$ cat config.mk
export PLATFORM = sky130hd
export DESIGN_NAME = qsf_queue
export DESIGN_NICKNAME = d
export VERILOG_FILES = /design/src/rtl/qsf_pkg.sv /design/src/rtl/qsf_queue.sv
export SDC_FILE = /design/constraint.sdc
export NUM_CORES = 1
export LEC_CHECK = 0
export BUFFER_PORTS_ARGS = -buffer_cell sky130_fd_sc_hd__buf_2
export CAP_MARGIN = 20
export CELL_PAD_IN_SITES_DETAIL_PLACEMENT = 0
export CELL_PAD_IN_SITES_GLOBAL_PLACEMENT = 1
export CORE_ASPECT_RATIO = 2
export CORE_MARGIN = 3
export CORE_UTILIZATION = 30
export CTS_CLUSTER_SIZE = 20
export DETAILED_ROUTE_END_ITERATION = 8
export PLACE_DENSITY_LB_ADDON = 0.1
export REMOVE_ABC_BUFFERS = 1
export SETUP_SLACK_MARGIN = 0.3
export SLEW_MARGIN = 20
export SYNTH_ARGS = -nofsm -noshare
export SYNTH_HDL_FRONTEND = slang
export SYNTH_SLANG_ARGS = --single-unit
$ cat constraint.sdc
create_clock -name clk -period 9 [get_ports clk]
set_clock_uncertainty 0.05 [all_clocks]
set_input_delay 1.8 -clock clk [delete_from_list [all_inputs] [get_ports clk]]
set_output_delay 1.8 -clock clk [all_outputs]
set_load 0.005 [all_outputs]
$ cat src/rtl/qsf_pkg.sv
// ----------------------------------------------------------------------------
// qsf_pkg
// types and constants for the quad span filler
// ----------------------------------------------------------------------------
package qsf_pkg;
	localparam int MAX_SPAN = 20;
	localparam int CW = 12;
	localparam int OW = 11;
	localparam int RW = 12;
	localparam int RI_LENS_W = 0;
	localparam int RI_LENS_H = 1;
	localparam int RI_PLATE  = 2;
	localparam logic [RW-1:0] LENS_W_RST = 12'd640;
	localparam logic [RW-1:0] LENS_H_RST = 12'd480;
	localparam logic [RW-1:0] PLATE_RST  = 12'd480;

	localparam logic [1:0] KIND_REJECT = 2'd0;
	localparam logic [1:0] KIND_HLINE  = 2'd1;
	localparam logic [1:0] KIND_VLINE  = 2'd2;
	localparam logic [1:0] KIND_GEN    = 2'd3;

	typedef struct packed {
		logic signed [CW-1:0] top_left_x;
		logic signed [CW-1:0] top_left_y;
		logic signed [CW-1:0] top_right_x;
		logic signed [CW-1:0] top_right_y;
		logic signed [CW-1:0] bottom_left_x;
		logic signed [CW-1:0] bottom_left_y;
		logic signed [CW-1:0] bottom_right_x;
		logic signed [CW-1:0] bottom_right_y;
		logic [3:0] source_plate;
		logic [OW-1:0] source_x;
		logic [OW-1:0] source_y;
	} quad_in_t;

	typedef struct packed {
		logic [OW-1:0] row_y;
		logic [OW-1:0] span_start;
		logic [OW-1:0] span_end;
		logic span_valid;
		logic [3:0] out_plate;
		logic [OW-1:0] out_source_x;
		logic [OW-1:0] out_source_y;
		logic last;
	} span_out_t;

	// classified quad as queued between front and back
	typedef struct packed {
		logic [1:0] kind;
		logic signed [CW-1:0] cx0, cy0, cx1, cy1, cx2, cy2, cx3, cy3;
		logic signed [CW-1:0] minx, maxx, miny, maxy;
		logic [3:0] plate;
		logic [OW-1:0] sx, sy;
	} job_t;
endpackage

$ cat src/rtl/qsf_queue.sv
// ----------------------------------------------------------------------------
// qsf_queue
// two-entry queue between front and back
// ----------------------------------------------------------------------------
module qsf_queue import qsf_pkg::*; (
	input  logic clk,
	input  logic arst_n,
	input  logic wr_valid,
	input  job_t wr_data,
	output logic wr_stall,
	output logic rd_valid,
	output job_t rd_data,
	input  logic rd_take
);
	job_t mem_q [2];
	logic wp_q, rp_q;
	logic [1:0] cnt_q;
	logic wr, rd;

	assign wr_stall = (cnt_q == 2'd2);
	assign rd_valid = (cnt_q != 2'd0);
	assign rd_data = mem_q[rp_q];
	assign wr = wr_valid && !wr_stall;
	assign rd = rd_take && rd_valid;

	always_ff @(posedge clk or negedge arst_n) begin
		if (!arst_n) begin
			wp_q <= 1'b0; rp_q <= 1'b0; cnt_q <= 2'd0;
		end else begin
			if (wr) wp_q <= !wp_q;
			if (rd) rp_q <= !rp_q;
			cnt_q <= cnt_q + 2'(wr) - 2'(rd);
		end
	end

	always_ff @(posedge clk) begin
		if (wr) mem_q[wp_q] <= wr_data;
	end
endmodule

==> impl_metrics.tcl, run 1 <==
set metrics [dict create \
    finalHoldViolations 0 \
    largest_net_degree_at_the_start_of_global_routing 53 \
    drt_first_iter_violations 189 \
    layout.filler_cells 4034 \
    post-cts-setup-buffer-count 0 \
    cts-resized-gates 0 \
    yosysWarningCount 0 \
    area.sequential_mm2 0.0104 \
    start_kind "register" \
    p_leak_uw 0.00590 \
    number_of_global_route_vias_before_repair 6965 \
    path_clk_slew_ns 0.06 \
    status "complete, no violations" \
    cts_hold_buf 0 \
    clock_buffers_created_by_tritoncts 34 \
    route.vias.total 6532 \
    clock_sink_count 348 \
    multi_input_comb_area_mm2 0.00204 \
    synth_top_cell_area_share_pct 81.2 \
    share_of_layout_cells_above_drive_strength_1_pct 61.1 \
    antenna_found_initial 12 \
    detail_route.wl_per_cell_um 20.1 \
    worst-endpoint-arrival_ns 3.18 \
    gp_congestion 0.702 \
    tritoncts "yes" \
    end_kind "output port" \
    post-route-drc-count 0 \
    num_rows 106 \
    clock.fmax_ghz 0.199 \
    hp-class "reg -> reg" \
    power_uw 5030 \
    route.final.wire_length_um 30000 \
    die_width_um 152 \
    ys_ff_latch 348 \
    ys_top_cells_by_area "edfxtp_1 81%, mux2_2 15%, clkbuf_8 1.5%" \
    synth_seq_area_share_pct 82.0 \
    postSynthAreaPerCell_um2 23.0 \
    required_time_reported_for_the_critical_path_endpoint_ns 7.15 \
    htree_num_levels 2 \
    drt.antenna.violating_nets 0 \
    vias_per_cell 4.37 \
    max-slew-margin-rel_pct 49.0 \
    clock_insertion_delay_worst_skew_ns 0.51 \
    number_of_cells_produced_by_synthesis 553 \
    preCtsSetupSlack_ns 4.37 \
    synth.largest_area_cell "edfxtp_1" \
    fp.coreArea_mm2 0.0419 \
    tightestPinTransition_ns 0.765 \
    fp.dieH_um 297 \
    die_area_mm2 0.0450 \
    initial_core_utilization_pct 30.3 \
    cts_buffer_depth 3 \
    ir_worst_vdd_uv 182 \
    period_minus_slack_ns 5.03 \
    synth.lib_cells_used.distinct 15 \
    design.final.nets 1107 \
    setup_viol_count_final 0 \
    layout_setup_ws_ns 3.97 \
    grt.overflow.total 0 \
    final.hold.worst_slack_ns 0.465 \
    critPathKind "reg -> out" \
    cellPowerDensity_mw_per_mm2 314 \
    post-dp-hpwl_um 20500 \
    unrepaired_setup_endpoints_after_global_routing "false" \
    area_growth_pct 26.0 \
    grt_use_total_pct 12.8 \
    post_synthesis_cell_area_mm2 0.0127 \
    report.final.slew_viol_count 0 \
    layout_worst_path_cycle_share_pct 55.9 \
    port_buffers 349 \
    num_io_pins 350 \
    max_cap_violations 0 \
    first_pass_grt_wire_length_um 42900 \
    timing.critical_path.fanout_max 52 \
    drt-pass1-iter-count 4 \
    clockRootBuffer "clkbuf_16" \
]
## per-layer routing
metal,part of all wire [%],GRT usage (%)
met3,8.0,4.15
met2,56,23.8
met1,32,12.3
met5,0.19,0
met4,3.8,6.32
## synth_stat cells, drive strengths merged
| library cell | count |
|---|---|
| clkbuf | 14 |
| xor2 | 1 |
| dfrtp | 4 |
| nand2b | 1 |
| ha | 2 |
| nand2 | 1 |
| and3 | 1 |
| inv | 2 |
| or2 | 1 |
| and2 | 1 |
| xnor2 | 3 |
| buf | 5 |
| nor2 | 1 |
| edfxtp | 344 |
| mux2 | 172 |
## power by group
group | internal [uW] | leakage, uW | switching (uW)
Sequential | 2220 | 0.00324 | 101
Clock | 771 | 0.000510 | 566
Combinational | 650 | 0.00215 | 728
Total | 3640 | 0.00590 | 1400
## metrics by stage
step           setup TNS (ns)  std cells  cell area, um2  utilization (%)
2_1_floorplan         -135.02        534           12500                -
3_3_place_gp                0       1433           15000             35.7
3_5_place_dp                0       1433           15000             35.7
4_1_cts                     0       1488           16000             38.2
5_1_grt                     0       1494           16000             38.2
6_report                    0       1494           16000             38.2
## layout by cell type, fill, tap and decap left out
cell type  instances
dfrtp_1            3
dfrtp_4            1
edfxtp_1         344
bufinv_16          1
clkinv_1           3
diode_2            6
nand2b_1           1
mux2_2           172
ha_1               2
inv_1              2
buf_2            349
and2_1             1
and3_4             1
clkbuf_1           7
nor2_4             1
buf_4             10
or2_1              1
nand2_1            1
xor2_1             1
clkinv_2           7
xnor2_1            3
clkbuf_16         37
## worst paths after layout
kind / slack (ns) / endpoint / startpoint / cells past startpoint
min in group asynchronous: 1.03 / wp_q$_DFFE_PN0N_ / arst_n / 1
max: 3.97 / rd_data[5] / rp_q$_DFFE_PN0P_ / 4
max reg2reg: 6.13 / mem_q[1][67]$_DFFE_PP_ / cnt_q[1]$_DFF_PN0_ / 4
min reg2reg: 0.47 / cnt_q[0]$_DFF_PN0_ / cnt_q[0]$_DFF_PN0_ / 1
min: 0.47 / cnt_q[0]$_DFF_PN0_ / cnt_q[0]$_DFF_PN0_ / 1
max in group asynchronous: 7.73 / rp_q$_DFFE_PN0P_ / arst_n / 1
## logic make-up (layout without fill, tap and decap cells)
group	after synthesis	after routing	share of synthesized area, %
XOR/XNOR	4	4	0.276
other	0	6	0
adder cells (fa/ha/maj)	2	2	0.197
AND/OR/NAND/NOR	6	6	0.256
flip-flops	348	348	82.0
multiplexers	172	172	15.2
buffers and inverters	21	416	2.02
## worst max-delay path, stage by stage, from the launching register on
cell and delay, ns:
dfrtp_4 0.76, buf_4 0.58, buf_4 0.71, mux2_2 0.42, buf_2 0.13
## state kept, by name, indices dropped and copies added, names as in the netlist
name   cells
mem_q    344
wp_q       1
cnt_q      2
rp_q       1
## final cells by class
cell class / instances / share of cell area, %
Antenna cell: 6 / 0.0937
Inverter: 2 / 0.0468
Sequential cell: 348 / 65.1
Tap cell: 540 / 4.22
Clock buffer: 44 / 5.94
Multi-Input combinational cell: 184 / 12.7
Timing Repair Buffer: 359 / 11.4
Clock inverter: 11 / 0.476
Power figures use the tool's default switching activity.
==> run 2, diff against run 1 <==
==> constraint.sdc (replaced) <==
create_clock -name clk -period 4.4 [get_ports clk]
set_clock_uncertainty 0.05 [all_clocks]
set_input_delay 0.88 -clock clk [delete_from_list [all_inputs] [get_ports clk]]
set_output_delay 0.88 -clock clk [all_outputs]
set_load 0.005 [all_outputs]
==> impl_metrics.tcl, run 2 (synthesized netlist as in run 1, its figures left out) <==
set metrics [dict create \
    drt-pass1-iter-count 4 \
    ir_worst_vdd_uv 418 \
    finish.cell_count_without_fillers 1496 \
    critPathKind "reg -> out" \
    post-cts-setup-buffer-count 0 \
    p_leak_uw 0.00589 \
    clock_sink_count 348 \
    period_minus_slack_ns 3.31 \
    share_of_layout_cells_above_drive_strength_1_pct 60.5 \
    power_uw 10200 \
    largest_net_degree_at_the_start_of_global_routing 64 \
    cts_hold_buf 0 \
    num_io_pins 350 \
    clock_insertion_delay_worst_skew_ns 0.56 \
    fp.dieH_um 297 \
    area_growth_pct 26.2 \
    report.final.slew_viol_count 0 \
    gp_congestion 0.754 \
    cpPeakStageDelay_ns 0.87 \
    biggestRegsByFlops "mem_q (344), cnt_q (2)" \
    drt_first_iter_violations 173 \
    largest_reg_flops 344 \
    clockRootBuffer "clkbuf_16" \
    first_pass_grt_wire_length_um 44900 \
    fp.coreArea_mm2 0.0419 \
    setup_viol_count_final 0 \
    htree_num_levels 1 \
    critical-path-slowest-cell "dfrtp_4" \
    r2r_setup_slack_ns 2.38 \
    clock_buffers_created_by_tritoncts 31 \
    mostFrequentLayoutCell "buf_2" \
    number_of_global_route_vias_before_repair 7145 \
    crit_chain "buf_4 -> mux2_2 -> buf_2" \
    timing.critical_path.fanout_max 43 \
    layout_setup_ws_ns 1.09 \
    port_buffers 349 \
    layout_worst_path_cycle_share_pct 75.2 \
    route.vias.total 6491 \
    post-route-drc-count 0 \
    dp.cells 1435 \
    initial_core_utilization_pct 30.3 \
    required_time_reported_for_the_critical_path_endpoint_ns 3.47 \
    category_of_cells_accounting_for_the_largest_share_of_critical_path_delay "flip-flops" \
    status "complete, no violations" \
    antenna_found_initial 11 \
    commonest_cells_after_routing_fill_and_taps_aside "349 x buf_2, 344 x edfxtp_1, 172 x mux2_2" \
    grt.overflow.total 0 \
    num_rows 106 \
    path_clk_slew_ns 0.07 \
    cts-resized-gates 0 \
    design.final.nets 1106 \
    finalHoldViolations 0 \
    preCtsSetupSlack_ns 1.63 \
    drt.antenna.violating_nets 0 \
    vias_per_cell 4.34 \
    end_kind "output port" \
    cts_buffer_depth 3 \
    start_kind "register" \
    clock.fmax_ghz 0.302 \
    tritoncts "yes" \
    unrepaired_setup_endpoints_after_global_routing "false" \
    cellPowerDensity_mw_per_mm2 638 \
    max_cap_violations 0 \
    detail_route.wl_per_cell_um 21.1 \
    route.final.wire_length_um 31600 \
    register_bank_with_the_most_flops "mem_q" \
    max-slew-margin-rel_pct 54.1 \
    worstPathBufferInverterCount 2 \
    grt_use_total_pct 13.4 \
    post-dp-hpwl_um 22300 \
    tightestPinTransition_ns 0.688 \
    die_area_mm2 0.0450 \
    worst-endpoint-arrival_ns 2.38 \
    die_width_um 152 \
    finish.instance_area_mm2 0.0160 \
    hp-class "in -> async" \
    placed_cell_area_mm2 0.0151 \
]
## run 2: cell count changes in the layout (fill, tap and decap cells not counted)
cell / delta
clkbuf_1: +5
buf_12: +7
clkbuf_16: -6
clkinv_1: +1
buf_4: -5
bufinv_16: +1
clkinvlp_4: +1
clkinv_2: -4
clkbuf_8: +2
## run 2: path summary, 6_finish.rpt
kind / endpoint / startpoint / cells after the start
max in group asynchronous: rp_q$_DFFE_PN0P_ / arst_n / 1
max: rd_data[82] / rp_q$_DFFE_PN0P_ / 3
min in group clk: mem_q[0][19]$_DFFE_PP_ / wr_data[19] / 1
min reg2reg: cnt_q[0]$_DFF_PN0_ / cnt_q[0]$_DFF_PN0_ / 1
min: cnt_q[1]$_DFF_PN0_ / arst_n / 1
max reg2reg: mem_q[1][134]$_DFFE_PP_ / cnt_q[1]$_DFF_PN0_ / 3
## run 2: report_power, final
part           switching (uW)  total, uW  leakage [uW]  internal (uW)
Sequential                258       4780       0.00324           4530
Clock                    1150       2590      0.000457           1440
Combinational            1460       2860       0.00219           1410
## run 2: stage by stage
step,hold slack (ns),util [%],TNS (ns)
5_1_grt,0.0508,38.3,0
6_report,0.0890,38.3,0
3_3_place_gp,0.447,36.0,0
4_1_cts,0.0425,38.2,0
3_5_place_dp,0.460,36.0,0
2_1_floorplan,0.411,-,-1111.62
## run 2: area by class of cell
type | count | area [um2]
Clock inverter | 10 | 97.6
Sequential cell | 348 | 10400
Antenna cell | 6 | 15.0
Fill cell | 4039 | 25900
Timing Repair Buffer | 361 | 1920
Clock buffer | 45 | 848
Tap cell | 540 | 676
Inverter | 2 | 7.51
Multi-Input combinational cell | 184 | 2040
## run 2: routing by layer
layer	share of wire [%]	wire (um)	GRT usage, %	vias up
li1	-	-	-	2960
met5	0.15	48	0	-
met4	3.3	1060	5.18	8
met3	8.9	2800	4.24	62
met1	30	9550	12.1	3208
met2	57	18100	26.7	253
