===== config.mk =====
export PLATFORM = sky130hd
export DESIGN_NAME = qsf_front
export DESIGN_NICKNAME = d
export VERILOG_FILES = /design/src/rtl/qsf_pkg.sv /design/src/rtl/qsf_front.sv
export SDC_FILE = /design/constraint.sdc
export NUM_CORES = 1
export LEC_CHECK = 0
export ABC_AREA = 1
export BUFFER_PORTS_ARGS = -buffer_cell sky130_fd_sc_hd__buf_2
export CAP_MARGIN = 10
export CORE_MARGIN = 3
export CORE_UTILIZATION = 49
export CTS_CLUSTER_SIZE = 16
export DETAILED_ROUTE_END_ITERATION = 8
export MAX_ROUTING_LAYER = met4
export PLACE_DENSITY = 0.9
export RECOVER_POWER = 50
export SYNTH_ARGS = -nofsm -noshare
export SYNTH_HDL_FRONTEND = slang
export SYNTH_SLANG_ARGS = --single-unit

===== constraint.sdc =====
create_clock -name clk -period 4.8 [get_ports clk]
set_input_delay 0.48 -clock clk [delete_from_list [all_inputs] [get_ports clk]]
set_output_delay 0.48 -clock clk [all_outputs]
set_load 0.02 [all_outputs]

===== src/rtl/qsf_pkg.sv =====
// ----------------------------------------------------------------------------
// qsf_pkg
// types and constants for the quad span filler
// ----------------------------------------------------------------------------
package qsf_pkg;
	localparam int MAX_SPAN = 20;
	localparam int CW = 12;
	localparam int OW = 11;
	localparam int RW = 12;
	localparam int RI_LENS_W = 0;
	localparam int RI_LENS_H = 1;
	localparam int RI_PLATE  = 2;
	localparam logic [RW-1:0] LENS_W_RST = 12'd640;
	localparam logic [RW-1:0] LENS_H_RST = 12'd480;
	localparam logic [RW-1:0] PLATE_RST  = 12'd480;

	localparam logic [1:0] KIND_REJECT = 2'd0;
	localparam logic [1:0] KIND_HLINE  = 2'd1;
	localparam logic [1:0] KIND_VLINE  = 2'd2;
	localparam logic [1:0] KIND_GEN    = 2'd3;

	typedef struct packed {
		logic signed [CW-1:0] top_left_x;
		logic signed [CW-1:0] top_left_y;
		logic signed [CW-1:0] top_right_x;
		logic signed [CW-1:0] top_right_y;
		logic signed [CW-1:0] bottom_left_x;
		logic signed [CW-1:0] bottom_left_y;
		logic signed [CW-1:0] bottom_right_x;
		logic signed [CW-1:0] bottom_right_y;
		logic [3:0] source_plate;
		logic [OW-1:0] source_x;
		logic [OW-1:0] source_y;
	} quad_in_t;

	typedef struct packed {
		logic [OW-1:0] row_y;
		logic [OW-1:0] span_start;
		logic [OW-1:0] span_end;
		logic span_valid;
		logic [3:0] out_plate;
		logic [OW-1:0] out_source_x;
		logic [OW-1:0] out_source_y;
		logic last;
	} span_out_t;

	// classified quad as queued between front and back
	typedef struct packed {
		logic [1:0] kind;
		logic signed [CW-1:0] cx0, cy0, cx1, cy1, cx2, cy2, cx3, cy3;
		logic signed [CW-1:0] minx, maxx, miny, maxy;
		logic [3:0] plate;
		logic [OW-1:0] sx, sy;
	} job_t;
endpackage


===== src/rtl/qsf_front.sv =====
// ----------------------------------------------------------------------------
// qsf_front
// bounding box and classification of one quad
// ----------------------------------------------------------------------------
module qsf_front import qsf_pkg::*; (
	input  logic clk,
	input  logic arst_n,
	input  logic in_valid,
	input  quad_in_t in_data,
	output logic in_stall,
	input  logic [RW-1:0] plate_size,
	output logic job_valid,
	output job_t job,
	input  logic job_stall
);
	logic signed [CW-1:0] cx [4];
	logic signed [CW-1:0] cy [4];
	logic signed [CW-1:0] mnx, mxx, mny, mxy;
	logic [CW:0] wx, wy;
	job_t job_s1;
	logic vld_s1;

	assign cx[0] = in_data.top_left_x;     assign cy[0] = in_data.top_left_y;
	assign cx[1] = in_data.top_right_x;    assign cy[1] = in_data.top_right_y;
	assign cx[2] = in_data.bottom_right_x; assign cy[2] = in_data.bottom_right_y;
	assign cx[3] = in_data.bottom_left_x;  assign cy[3] = in_data.bottom_left_y;

	always_comb begin
		mnx = cx[0]; mxx = cx[0]; mny = cy[0]; mxy = cy[0];
		for (int i = 1; i < 4; i++) begin
			if (cx[i] < mnx) mnx = cx[i];
			if (cx[i] > mxx) mxx = cx[i];
			if (cy[i] < mny) mny = cy[i];
			if (cy[i] > mxy) mxy = cy[i];
		end
		wx = (CW+1)'($signed({mxx[CW-1], mxx}) - $signed({mnx[CW-1], mnx}));
		wy = (CW+1)'($signed({mxy[CW-1], mxy}) - $signed({mny[CW-1], mny}));
	end

	assign in_stall = vld_s1 && job_stall;

	always_ff @(posedge clk or negedge arst_n) begin
		if (!arst_n) begin
			vld_s1 <= 1'b0;
		end else if (!in_stall) begin
			vld_s1 <= in_valid;
		end
	end

	always_ff @(posedge clk) begin
		if (!in_stall) begin
			job_s1.cx0 <= cx[0]; job_s1.cy0 <= cy[0];
			job_s1.cx1 <= cx[1]; job_s1.cy1 <= cy[1];
			job_s1.cx2 <= cx[2]; job_s1.cy2 <= cy[2];
			job_s1.cx3 <= cx[3]; job_s1.cy3 <= cy[3];
			job_s1.minx <= mnx; job_s1.maxx <= mxx;
			job_s1.miny <= mny; job_s1.maxy <= mxy;
			job_s1.plate <= in_data.source_plate;
			job_s1.sx <= in_data.source_x;
			job_s1.sy <= in_data.source_y;
			if (wx > (CW+1)'(MAX_SPAN) || wy > (CW+1)'(MAX_SPAN) ||
			    {1'b0, in_data.source_x} >= plate_size ||
			    {1'b0, in_data.source_y} >= plate_size) begin
				job_s1.kind <= KIND_REJECT;
			end else if (mny == mxy) begin
				job_s1.kind <= KIND_HLINE;
			end else if (mnx == mxx) begin
				job_s1.kind <= KIND_VLINE;
			end else begin
				job_s1.kind <= KIND_GEN;
			end
		end
	end

	assign job_valid = vld_s1;
	assign job = job_s1;
endmodule


==> results of run 1 <==
==> per-layer routing <==
metal	track usage	GRT overflow
met2	0.787	2
met1	0.602	0
met3	0.442	0
met4	0.563	2
met5	-	-
==> cell families after synthesis <==
group                    count (synthesis)  synth area share
AND/OR/NAND/NOR                        570             0.210
AO/OA/AOI/OAI                          225             0.109
buffers and inverters                  214            0.0713
flip-flops                             173             0.430
adder cells (fa/ha/maj)                161             0.168
XOR/XNOR                                16            0.0116
==> through the flow <==
step	hold slack [ns]	util	setup TNS (ns)	setup WS (ns)
2_1_floorplan	0.184	-	-3.89	-1.87
4_1_cts	0.209	0.818	-12.08	-2.20
3_3_place_gp	0.256	0.703	-32.25	-2.55
3_5_place_dp	0.264	0.703	-54.61	-3.10
==> timing repair <==
action / in CTS
hold buffers: 1
gates resized for setup: 364
pin swaps: 128
cloned: 9
setup endpoints to repair: 50
endpoints found under the hold margin: 1
setup buffers: 86
==> summary.md, run 1 <==
| Metric | Value |
|---|---|
| Status | `stopped before the end` |
| Last stage | `5_1_grt` |
| First error | `[ERROR GRT-0116] Global routing finished with congestion. Check the congestion regions in the DRC Viewer.` |
| Largest net degree at the start of global routing | `97` |
| Clock Tree Buf Depth | `2` |
| Gpl congestion | `0.999` |
| Chip width | `163 microns` |
| FF+latch count, synth | `roughly 170` |
| Global-route wire length before repair | `118000 microns` |
| Syn Area/Cell | `8.88 sq um` |
| Synth cell types | `48` |
| DP HPWL | `around 33000 microns` |
| Synth area leaders | `edfxtp_1 43%, ha_1 16%, nand2_1 9.9%` |
| Vias in the first global route | `18600` |
| H-tree levels | `4` |
| Global-route usage over all layers | `0.616` |
| Fraction of registers with async set/reset | `0.00578` |
| DP Area | `0.0167 sq mm` |
| Row count | `56` |
| Most used flip-flop cell after synthesis | `edfxtp_1` |
| CTS sink cnt | `173` |
| Syn_nets | `1657` |
| Initial Util | `0.506` |
| Synth Instances | `1359` |
| Cell with the most instances after synthesis | `nand2_1` |
| Placed Cells | `roughly 2300` |
| Clk Tree Root Cell | `clkbuf_16` |
| Chip height | `163 microns` |
| Number of synthesized flops with an enable pin | `172` |
| Top cells by count, synth | `318 x nand2_1, 176 x inv_1, 172 x edfxtp_1, 158 x ha_1, 137 x nand3_1` |
| Share of the synthesized area in the top cell type | `0.428` |
| Sequential-to-total area share from yosys stat | `0.430` |
| Synth Warn # | `0` |
| Yosys top cell by area | `edfxtp_1` |
| Total I/O pin count | `roughly 310` |
| Grt ovf | `4` |
| Num CTS Buffers | `17` |
| Port bufs | `311` |
| Mapped Area | `0.0121 sq mm` |
==> run 2: changes to the inputs <==
CORE_UTILIZATION = 38   (was 49)
CTS_CLUSTER_SIZE = default   (was 16)
MAX_ROUTING_LAYER = default   (was met4)
PLACE_DENSITY = default   (was 0.9)
PLACE_DENSITY_LB_ADDON = 0.15   (was default)
clock period = 6.2 ns   (was 4.8 ns; I/O delays follow)
==> run 2 against run 1 <==
Effect of this change:
- the flow now finishes, with violations (negative setup slack)
- synthesized area unchanged
- synthesized cell count unchanged
==> summary.md, run 2 <==
| Metric | Value |
|---|---|
| Synth area leaders | `edfxtp_1 43%, ha_1 16%, nand2_1 9.9%` |
| Yosys top cell by area | `edfxtp_1` |
| Chip height | `184 microns (+13%)` |
| Initial Util | `0.390 (-0.116)` |
| Routed vias | `between 10000 and 15000` |
| FF-to-FF Start | `job_valid$_DFFE_PN0N_` |
| Gpl congestion | `0.889 (-11%)` |
| H-tree levels | `4 (unchanged)` |
| Final worst slack | `-0.748 ns` |
| Share of the synthesized area in the top cell type | `0.428 (unchanged)` |
| Largest net degree at the start of global routing | `135` |
| Top cells by count, synth | `318 x nand2_1, 176 x inv_1, 172 x edfxtp_1, 158 x ha_1, 137 x nand3_1` |
| FF-to-FF End | `job[84]$_DFFE_PN_` |
| Routed wire length per instance | `15.9 microns` |
| Most used flip-flop cell after synthesis | `edfxtp_1` |
| Minimum clock period | `just under 7 ns` |
| Clk Tree Root Cell | `clkbuf_16` |
| Commonest non-fill, non-tap cell in the layout | `buf_4` |
| Critical Path Fanout Max | `6` |
| Slowest CP cell | `fa_2` |
| Vias in the first global route | `about 12000` |
| Placed Cells | `2348 (+1.6%)` |
| Routed WL | `39000 microns` |
| Drt pass-1 iters | `4` |
| TritonCTS clock tree | `done` |
| Slew Limit Headroom | `0.508` |
| CTS sink cnt | `173 (unchanged)` |
| Slew Viols, Final | `0` |
| CP Capture Type | `flop` |
| Global-route usage over all layers | `0.221` |
| RSZ-0062 raised after global routing | `yes` |
| Clock latency on the worst-skew pair | `0.45 ns` |
| Syn Area/Cell | `8.88 sq um (unchanged)` |
| Initial antenna violation count | `5` |
| Hold Path Stages | `1` |
| Maxcap violations | `0` |
| Final setup viols | `2` |
| Final instance area | `0.0186 sq mm` |
| FMAX | `0.144 GHz` |
| Hold_sp | `in_data[116]` |
| Grt ovf | `0` |
| Final Hold Fails | `0` |
| Num CTS Buffers | `17 (unchanged)` |
| Row count | `64 (+14%)` |
| Most used cell, CP | `inv_2` |
| Port bufs | `311 (unchanged)` |
| Core area | `0.0309 sq mm` |
| WS Path Type | `primary input to flop` |
| Fin crit share | `1.12` |
| Syn_nets | `1657 (unchanged)` |
| Max reg flops | `172` |
| Leak | `9.27 nW` |
| Mapped Area | `0.0121 sq mm (unchanged)` |
| # DRC | `0` |
| Global-route wire length before repair | `59000 microns` |
| Layout cells sized above 1 | `0.465` |
| DP HPWL | `29500 microns (-11%)` |
| Die Footprint | `roughly 0.034 sq mm` |
| Cell with the most instances after synthesis | `nand2_1` |
| Layout Nets | `2335` |
| Startpoint Class | `primary input` |
| Fin util | `0.603` |
| WHS Endpoint | `job[164]$_DFFE_PN_` |
| Total I/O pin count | `312 (unchanged)` |
| Worst r2r path cells | `2` |
| DP Area | `0.0164 sq mm (-1.9%)` |
| Worst Hold Class | `primary input to flop` |
| Final non-filler cell total | `2448` |
| Clock Tree Buf Depth | `2 (unchanged)` |
| Setup Slack @ Placement | `-1.68 ns (+1.42 ns)` |
| Hold_ws | `0.339 ns` |
| CTS clock-pin slew for the worst setup and hold paths | `about 0.070 ns` |
| Synth cell types | `48 (unchanged)` |
| VDD IR max | `0.000260 V` |
| Failing checks | `negative setup slack` |
| Initial drt markers | `475` |
| Setup slack, reg-to-reg | `4.22 ns` |
| Final Skew | `0.0119 ns` |
| Routed Antenna Nets | `0` |
| Status | `complete, but fails checks` |
| Sequential-to-total area share from yosys stat | `0.430 (unchanged)` |
| Via density | `~4.9` |
| Fraction of registers with async set/reset | `0.00578 (unchanged)` |
| Pwr/cell area | `439 mW/mm^2` |
| Chip width | `184 microns (+13%)` |
| Area added between synthesis and finish | `54.5%` |
| Worst-Margin Slew | `~0.74 ns` |
| FF+latch count, synth | `173 (unchanged)` |
| Max stage delay on crit path | `about 0.36 ns` |
| Number of synthesized flops with an enable pin | `172 (unchanged)` |
| Synth Instances | `1359 (unchanged)` |
| Commonest cells after routing, fill and taps aside | `364 x buf_4, 300 x buf_2, 274 x nand2_1, 172 x edfxtp_1, 147 x inv_1` |
| Synth Warn # | `0 (unchanged)` |
| CP Data Required Time | `6.52 ns` |
| Critical Path AT | `7.26 ns` |
[run 2: cell counts after synthesis]
No cell type changed its count.
[run 2: what timing repair did]
item,CTS,global route
gates resized for setup,110,174
setup endpoints to repair,2,2
buffers inserted,30,26
cloned,6,4
endpoints found under the hold margin,1,0
hold buffers,1,0
pin swaps,34,87
[run 2: kinds of logic (layout without fill, tap and decap cells)]
kind of cell | count (synthesis) | in the layout | share of synthesized area
and+or+nand+nor | 570 | 577 | 0.210
buffers and inverters | 214 | 898 | 0.0713
DFF | 173 | 173 | 0.430
xor gates and xnor gates | 16 | 16 | 0.0116
other | 0 | 2 | 0
adders and majority gates | 161 | 161 | 0.168
AOI/OAI and AO/OA | 225 | 225 | 0.109
[run 2: area by class of cell]
class	instances	area (sq um)
clock buffer	18	429
antenna	2	5.00
sequential	173	5190
timing repair inverter	1	5.00
inverter	177	692
multi-input combinational	979	7100
timing repair buffer	688	4560
tap	396	495
fill	2704	12300
clock inverter	14	158
[run 2: critical path: cells and delay by family]
kind,cells,cell delay [ns]
AND/OR/NAND/NOR,25,2.66
adder cells (fa/ha/maj),5,1.26
XOR/XNOR,1,0.08
AO/OA/AOI/OAI,15,2.04
buffers and inverters,9,0.58
[run 2: per-stage QoR]
stage               TNS (ns)  total power, mW
finish                 -1.49             8.18
global route           -2.52             8.82
CTS                    -1.30             7.75
detailed placement     -3.35             6.31
global placement       -2.90             6.25
floorplan              -1.25             4.27
[run 2: worst max-delay path by stage]
stage	start	endpoint	slack [ns]	depth (start not counted)
6_report	in_data[119]	job[170]$_SDFFCE_PP0N_	-0.75	55
5_1_grt	in_data[119]	job[171]$_SDFFCE_PP0N_	-1.27	54
4_1_cts	in_data[103]	job[171]$_SDFFCE_PP0N_	-0.65	56
3_5_place_dp	in_data[117]	job[171]$_SDFFCE_PP0N_	-1.68	54
3_3_place_gp	in_data[117]	job[171]$_SDFFCE_PP0N_	-1.45	55
2_1_floorplan	in_data[107]	job[170]$_SDFFCE_PP0N_	-0.62	54
[run 2: layer usage]
layer	global-route usage	share of wire	wire length [microns]
met1	0.255	0.40	15800
met2	0.401	0.52	20200
met3	0.0389	0.042	1650
met4	0.0928	0.036	1390
met5	0	0.00074	29
[run 2: power by group]
| part | internal [mW] | total (mW) | switching, mW |
|---|---|---|---|
| Sequential | 1.56 | 1.61 | 0.0490 |
| Combinational | 2.59 | 5.47 | 2.88 |
| Clock | 0.570 | 1.09 | 0.524 |
(Power assumes the default switching activity.)
==> run 3: changes to the inputs <==
CELL_PAD_IN_SITES_DETAIL_PLACEMENT = 1   (was default)
CELL_PAD_IN_SITES_GLOBAL_PLACEMENT = 1   (was default)
==> run 3 against run 2 <==
Effect of this change:
- the flow still finishes with violations (negative setup slack)
- hold slack worse by 0.025 ns
- via count up 21%
- die area unchanged
- critical path type unchanged
- clock power up 6%
- total power up 20%
- highest routed layer is now met4
- critical path depth down 7
- cell count up 3.5%
==> summary.md, run 3 (same netlist as run 2, synthesis figures left out) <==
| Metric | Value |
|---|---|
| Status | `complete, but fails checks` |
| Failing checks | `negative setup slack` |
| Vias in the first global route | `15100 (+28%)` |
| Placed Cells | `2366 (+0.77%)` |
| Hold_sp | `in_data[102]` |
| Final instance area | `0.0202 sq mm (+8.5%)` |
| Critical Path Fanout Max | `9 (+3)` |
| Worst r2r path cells | `2 (unchanged)` |
| Commonest non-fill, non-tap cell in the layout | `buf_4` |
| Clk Tree Root Cell | `clkbuf_16` |
| FF-to-FF Start | `job_valid$_DFFE_PN0N_` |
| Routed vias | `14500 (+21%)` |
| CP Data Required Time | `6.55 ns (+0.03 ns)` |
| CTS clock-pin slew for the worst setup and hold paths | `0.08 ns (about the same)` |
| Routed Antenna Nets | `0 (unchanged)` |
| Initial antenna violation count | `3 (-2)` |
| FMAX | `0.126 GHz (-13%)` |
| Final Skew | `0.0101 ns (-0.00188 ns)` |
| Fin util | `0.654 (+0.0510)` |
| Crit-path leading delay family | `simple AND/OR/NAND/NOR gates` |
| # DRC | `0 (unchanged)` |
| Setup Slack @ Placement | `-1.96 ns (-0.287 ns)` |
| Die Footprint | `0.0339 sq mm (unchanged)` |
| TritonCTS clock tree | `done` |
| Hold Path Stages | `1 (unchanged)` |
| Minimum clock period | `7.96 ns (+1.01 ns)` |
| Clock latency on the worst-skew pair | `0.49 ns (+0.04 ns)` |
| Final setup viols | `3 (+1)` |
| Global-route usage over all layers | `0.317 (+0.0968)` |
| Maxcap violations | `0 (unchanged)` |
| H-tree levels | `4 (unchanged)` |
| Chip width | `184 microns (unchanged)` |
| Chip height | `184 microns (unchanged)` |
| Initial Util | `0.390 (unchanged)` |
| DP HPWL | `35000 microns (+19%)` |
| Critical Path AT | `8.31 ns (+1.05 ns)` |
| Worst-Margin Slew | `0.882 ns (+0.144 ns)` |
| Clock Tree Buf Depth | `2 (unchanged)` |
| Setup TNS | `-3.53 ns (-2.04 ns)` |
| WHS Endpoint | `job[150]$_DFFE_PN_` |
| FF-to-FF End | `job[25]$_DFFE_PN_` |
| Fin crit share | `1.28 (+0.164)` |
| Worst Path Buf+Inv | `11 (+2)` |
| Total I/O pin count | `312 (unchanged)` |
| Grt ovf | `0 (unchanged)` |
| Initial drt markers | `887 (+87%)` |
| Routed wire length per instance | `25.4 microns (+60%)` |
| Area added between synthesis and finish | `67.5%` |
| Final non-filler cell total | `2533 (+3.5%)` |
| RSZ-0062 raised after global routing | `yes` |
| Slew Limit Headroom | `0.409 (-0.0996)` |
| Slew Viols, Final | `0 (unchanged)` |
| Commonest cells after routing, fill and taps aside | `425 x buf_4, 300 x buf_2, 236 x nand2_1, 172 x edfxtp_1, 141 x inv_1` |
| Global-route wire length before repair | `83100 microns (+41%)` |
| Gpl congestion | `0.864 (-2.8%)` |
| Drt pass-1 iters | `5 (+1)` |
| WS Path Type | `primary input to flop` |
| CTS sink cnt | `173 (unchanged)` |
| Pwr/cell area | `487 mW/mm^2 (+11%)` |
| Routed WL | `64500 microns (+65%)` |
| Startpoint Class | `primary input` |
| Final worst slack | `-1.76 ns (-1.01 ns)` |
| Core area | `0.0309 sq mm (unchanged)` |
| Via density | `5.73 (+17%)` |
| Max stage delay on crit path | `0.71 ns (+0.35 ns)` |
| Worst Hold Class | `primary input to flop` |
| DP Area | `0.0165 sq mm (+0.67%)` |
| Port bufs | `311 (unchanged)` |
| Max reg flops | `172 (unchanged)` |
| Leak | `9.86 nW (+6.4%)` |
| Final Hold Fails | `0 (unchanged)` |
| Layout cells sized above 1 | `0.537 (+0.0712)` |
| VDD IR max | `0.000306 V (+18%)` |
| CP Capture Type | `flop` |
| Slowest CP cell | `a211oi_1` |
| Row count | `64 (unchanged)` |
| Num CTS Buffers | `17 (unchanged)` |
| Largest net degree at the start of global routing | `63 (-53%)` |
| Layout Nets | `2419 (+3.6%)` |
| Setup slack, reg-to-reg | `3.91 ns (-0.31 ns)` |
-- run 3: changes by cell type in the layout (fill, tap and decap cells not counted), moves of 8 or more --
cell / delta
a21oi_2: +12
buf_4: +61
nand2_2: +22
ha_1: -19
ha_4: +18
buf_6: +16
nand2_1: -38
o21ai_4: +14
nand3_4: +8
o21ai_0: -13
nand2_4: +14
nand3_1: -9
a21oi_1: -13
-- run 3: worst max-delay path by stage --
stage          slack, ns                endpoint          from  depth (start not counted)
2_1_floorplan      -0.62  job[170]$_SDFFCE_PP0N_  in_data[107]                         54
3_3_place_gp       -1.64  job[171]$_SDFFCE_PP0N_  in_data[105]                         41
3_5_place_dp       -1.96  job[171]$_SDFFCE_PP0N_  in_data[105]                         43
4_1_cts            -0.83  job[171]$_SDFFCE_PP0N_  in_data[109]                         54
5_1_grt            -1.93  job[170]$_SDFFCE_PP0N_  in_data[102]                         50
6_report           -1.76  job[170]$_SDFFCE_PP0N_  in_data[102]                         48
-- run 3: metal layers --
layer  wire length, microns  track usage  share of wire
met1                  22500        0.337           0.35
met2                  33600        0.599           0.52
met3                   3390       0.0489          0.053
met4                   5030        0.173          0.078
met5                      0            0              0
-- run 3: timing repair --
action | CTS | global route
hold buffers | 1 | 0
endpoints found under the hold margin | 1 | 0
gates cloned | 8 | 2
pin swaps | 133 | 130
buffers inserted | 89 | 38
resized for setup | 300 | 176
setup endpoints to repair | 2 | 2
-- run 3: power breakdown --
part	internal, mW	switching, mW	leakage (nW)
combinational	3.18	3.88	7.84
clock	0.602	0.554	0.286
sequential	1.57	0.0620	1.74
total	5.34	4.49	9.86
-- run 3: area by class of cell --
class | instances | area (sq um)
Sequential cell | 173 | 5190
Timing Repair inverter | 2 | 15.0
Timing Repair Buffer | 771 | 5300
Tap cell | 396 | 495
Inverter | 177 | 683
Multi-Input combinational cell | 979 | 7930
Antenna cell | 3 | 7.51
Fill cell | 3524 | 10700
Clock inverter | 14 | 158
Clock buffer | 18 | 429
-- run 3: through the flow --
stage          hold slack [ns]  total power, mW
2_1_floorplan            0.324             4.27
3_3_place_gp             0.394             6.40
3_5_place_dp             0.398             6.61
4_1_cts                  0.299             8.65
5_1_grt                  0.295             10.3
6_report                 0.314             9.84
==> run 4: changes to the inputs <==
MAX_ROUTING_LAYER = met4   (was default)
==> run 4 against run 3 <==
Effect of this change:
- the flow still finishes with violations (negative setup slack)
- utilization decreased by 0.62 points
- combinational power fell by 3%
- fmax is 1.4% higher
- register-to-register slack is essentially flat
- clock power shrank 3%
- non-clock buffer count shrank 10
- hold slack barely moved
- critical path depth rose by 4
- die area is the same
- sequential share of layout area grew 0.24 points
- setup slack improved by 0.11 ns
- largest power group unchanged
==> summary.md, run 4 (same netlist as run 2, synthesis figures left out) <==
| Metric | Value |
|---|---|
| Sw frac | `0.456 (-0.000605)` |
| Max stage delay on crit path | `0.33 ns (-0.38 ns)` |
| Maxcap violations | `0 (unchanged)` |
| Initial antenna violation count | `4 (+1)` |
| Critical Path AT | `8.20 ns (-0.11 ns)` |
| Num CTS Buffers | `17 (unchanged)` |
| Commonest non-fill, non-tap cell in the layout | `buf_4` |
| Chip height | `184 microns (unchanged)` |
| Clock Tree Buf Depth | `2 (unchanged)` |
| Layout cells sized above 1 | `0.534 (-0.00265)` |
| Final worst slack | `-1.65 ns (+0.107 ns)` |
| Commonest cells after routing, fill and taps aside | `423 x buf_4, 298 x buf_2, 245 x nand2_1, 172 x edfxtp_1, 139 x inv_1` |
| Slew Limit Headroom | `0.380 (-0.0286)` |
| Gpl congestion | `0.886 (+2.5%)` |
| FMAX | `0.127 GHz (+1.4%)` |
| Filler instances | `3504 (-0.57%)` |
| H-tree levels | `4 (unchanged)` |
| Placed Cells | `2364 (-0.085%)` |
| Core area | `0.0309 sq mm (unchanged)` |
| Worst Hold Class | `primary input to flop` |
| Cell internal pwr | `5.23 mW (-2.2%)` |
| Chip width | `184 microns (unchanged)` |
| Status | `complete, but fails checks` |
| Fin crit share | `1.27 (-0.0173)` |
| Max reg flops | `172 (unchanged)` |
| WS Path Type | `primary input to flop` |
| Pwr/cell area | `480 mW/mm^2 (-1.4%)` |
| Via density | `5.65 (-1.4%)` |
| TritonCTS clock tree | `done` |
| CP Capture Type | `flop` |
| Worst Path Buf+Inv | `14 (+3)` |
| Logic pwr share | `0.714 (-0.003)` |
| Clock latency on the worst-skew pair | `0.47 ns (-0.02 ns)` |
| Setup Slack @ Placement | `-1.94 ns (+0.0225 ns)` |
| Minimum clock period | `7.85 ns (-0.107 ns)` |
| RSZ-0062 raised after global routing | `yes` |
| Global-route wire length before repair | `80600 microns (-2.9%)` |
| Final Hold Fails | `0 (unchanged)` |
| Final setup viols | `2 (-1)` |
| Largest net degree at the start of global routing | `68 (+7.9%)` |
| Layout Nets | `2409 (-0.41%)` |
| VDD IR max | `0.000344 V (+12%)` |
| Vias in the first global route | `14800 (-2.0%)` |
| Area added between synthesis and finish | `66.0%` |
| Global-route usage over all layers | `0.317 (-0.000424)` |
| Failing checks | `negative setup slack` |
| Hold_ws | `0.314 ns (-0.0000990 ns)` |
| Die Footprint | `0.0339 sq mm (unchanged)` |
| Row count | `64 (unchanged)` |
| Routed WL | `62100 microns (-3.7%)` |
| Grt ovf | `0 (unchanged)` |
| Slowest CP cell | `o21ai_0` |
| # DRC | `0 (unchanged)` |
| Crit-path leading delay family | `simple AND/OR/NAND/NOR gates` |
| Routed wire length per instance | `24.6 microns (-3.3%)` |
| CTS clock-pin slew for the worst setup and hold paths | `0.08 ns (about the same)` |
| Reg power frac | `0.169 (+0.004)` |
| Initial drt markers | `890 (+0.34%)` |
| Port bufs | `311 (unchanged)` |
| Initial Util | `0.390 (unchanged)` |
| Leak | `9.75 nW (-1.2%)` |
| Clock Power Share | `0.116 (-0.002)` |
| Final non-filler cell total | `2524 (-0.36%)` |
| Routed Antenna Nets | `0 (unchanged)` |
| Critical Path Fanout Max | `7 (-2)` |
| CTS sink cnt | `173 (unchanged)` |
| Multi-input logic area | `0.00788 sq mm (-0.68%)` |
| Startpoint Class | `primary input` |
| Clk Tree Root Cell | `clkbuf_16` |
| Total I/O pin count | `312 (unchanged)` |
| Net Switching | `4.38 mW (-2.5%)` |
| FF/Latch Area | `0.00519 sq mm (unchanged)` |
| Final Skew | `0.00965 ns (-0.000398 ns)` |
| Most used cell, CP | `buf_4` |
| Slew Viols, Final | `0 (unchanged)` |
| Routed vias | `14300 (-1.7%)` |
| DP HPWL | `35100 microns (+0.11%)` |
| Worst-Margin Slew | `0.930 ns (+0.0482 ns)` |
| CP Data Required Time | `6.55 ns (about the same)` |
| Drt pass-1 iters | `5 (unchanged)` |
==> run 4: power by group through the flow <==
stage | Combinational (mW) | Sequential, mW | Clock (mW)
floorplan | 2.34 | 1.93 | 0
finish | 6.86 | 1.63 | 1.12
global placement | 4.79 | 1.63 | 0
detailed placement | 4.99 | 1.65 | 0
global route | 7.30 | 1.65 | 1.17
CTS | 5.96 | 1.63 | 1.11
==> run 4: path summary, 6_finish.rpt <==
kind / from / endpoint / slack [ns] / cells after the start
max reg2reg: job_valid$_DFFE_PN0N_ / job[71]$_DFFE_PN_ / 3.92 / 2
max in group asynchronous: arst_n / job_valid$_DFFE_PN0N_ / 5.68 / 2
min in group asynchronous: arst_n / job_valid$_DFFE_PN0N_ / 0.44 / 2
max: in_data[113] / job[171]$_SDFFCE_PP0N_ / -1.65 / 52
min reg2reg: job_valid$_DFFE_PN0N_ / job[151]$_DFFE_PN_ / 1.26 / 1
min: in_data[112] / job[160]$_DFFE_PN_ / 0.31 / 1
==> run 4: per-stage QoR <==
stage	total power, mW	util	area [sq um]	TNS, ns
2_1_floorplan	4.27	-	12200	-1.25
3_3_place_gp	6.42	0.535	16500	-3.27
3_5_place_dp	6.63	0.535	16500	-3.85
4_1_cts	8.69	0.608	18800	-1.42
5_1_grt	10.1	0.648	20000	-3.70
6_report	9.61	0.648	20000	-3.29
==> run 4: worst register-to-register path, cell delays in order, from the launching register on <==
cell and delay, ns:
dfrtp_1 0.42, nand2_4 0.69, buf_4 0.77
==> run 4: cell type report <==
class,count,share of cell area
antenna,4,0.000500
tap,396,0.0247
inverter,177,0.0347
clock buffer,19,0.0216
clock inverter,13,0.00650
multi-input combinational,979,0.393
timing repair buffer,761,0.258
sequential,173,0.259
timing repair inverter,2,0.000750
==> run 4: timing repair <==
item | CTS | global route
buffers inserted | 69 | 45
cloned | 11 | 1
pin swaps | 98 | 110
hold buffers | 1 | 0
endpoints found under the hold margin | 1 | 0
endpoints found under the setup margin | 2 | 2
gates resized for setup | 265 | 202
==> run 4: routing by layer <==
metal,vias to the layer above,wire length (microns),part of all wire,global-route usage
met5,-,0,0,-
met4,0,4030,0.065,0.155
met3,294,3380,0.054,0.0420
met2,719,32900,0.53,0.590
met1,7011,21700,0.35,0.328
li1,6233,-,-,-
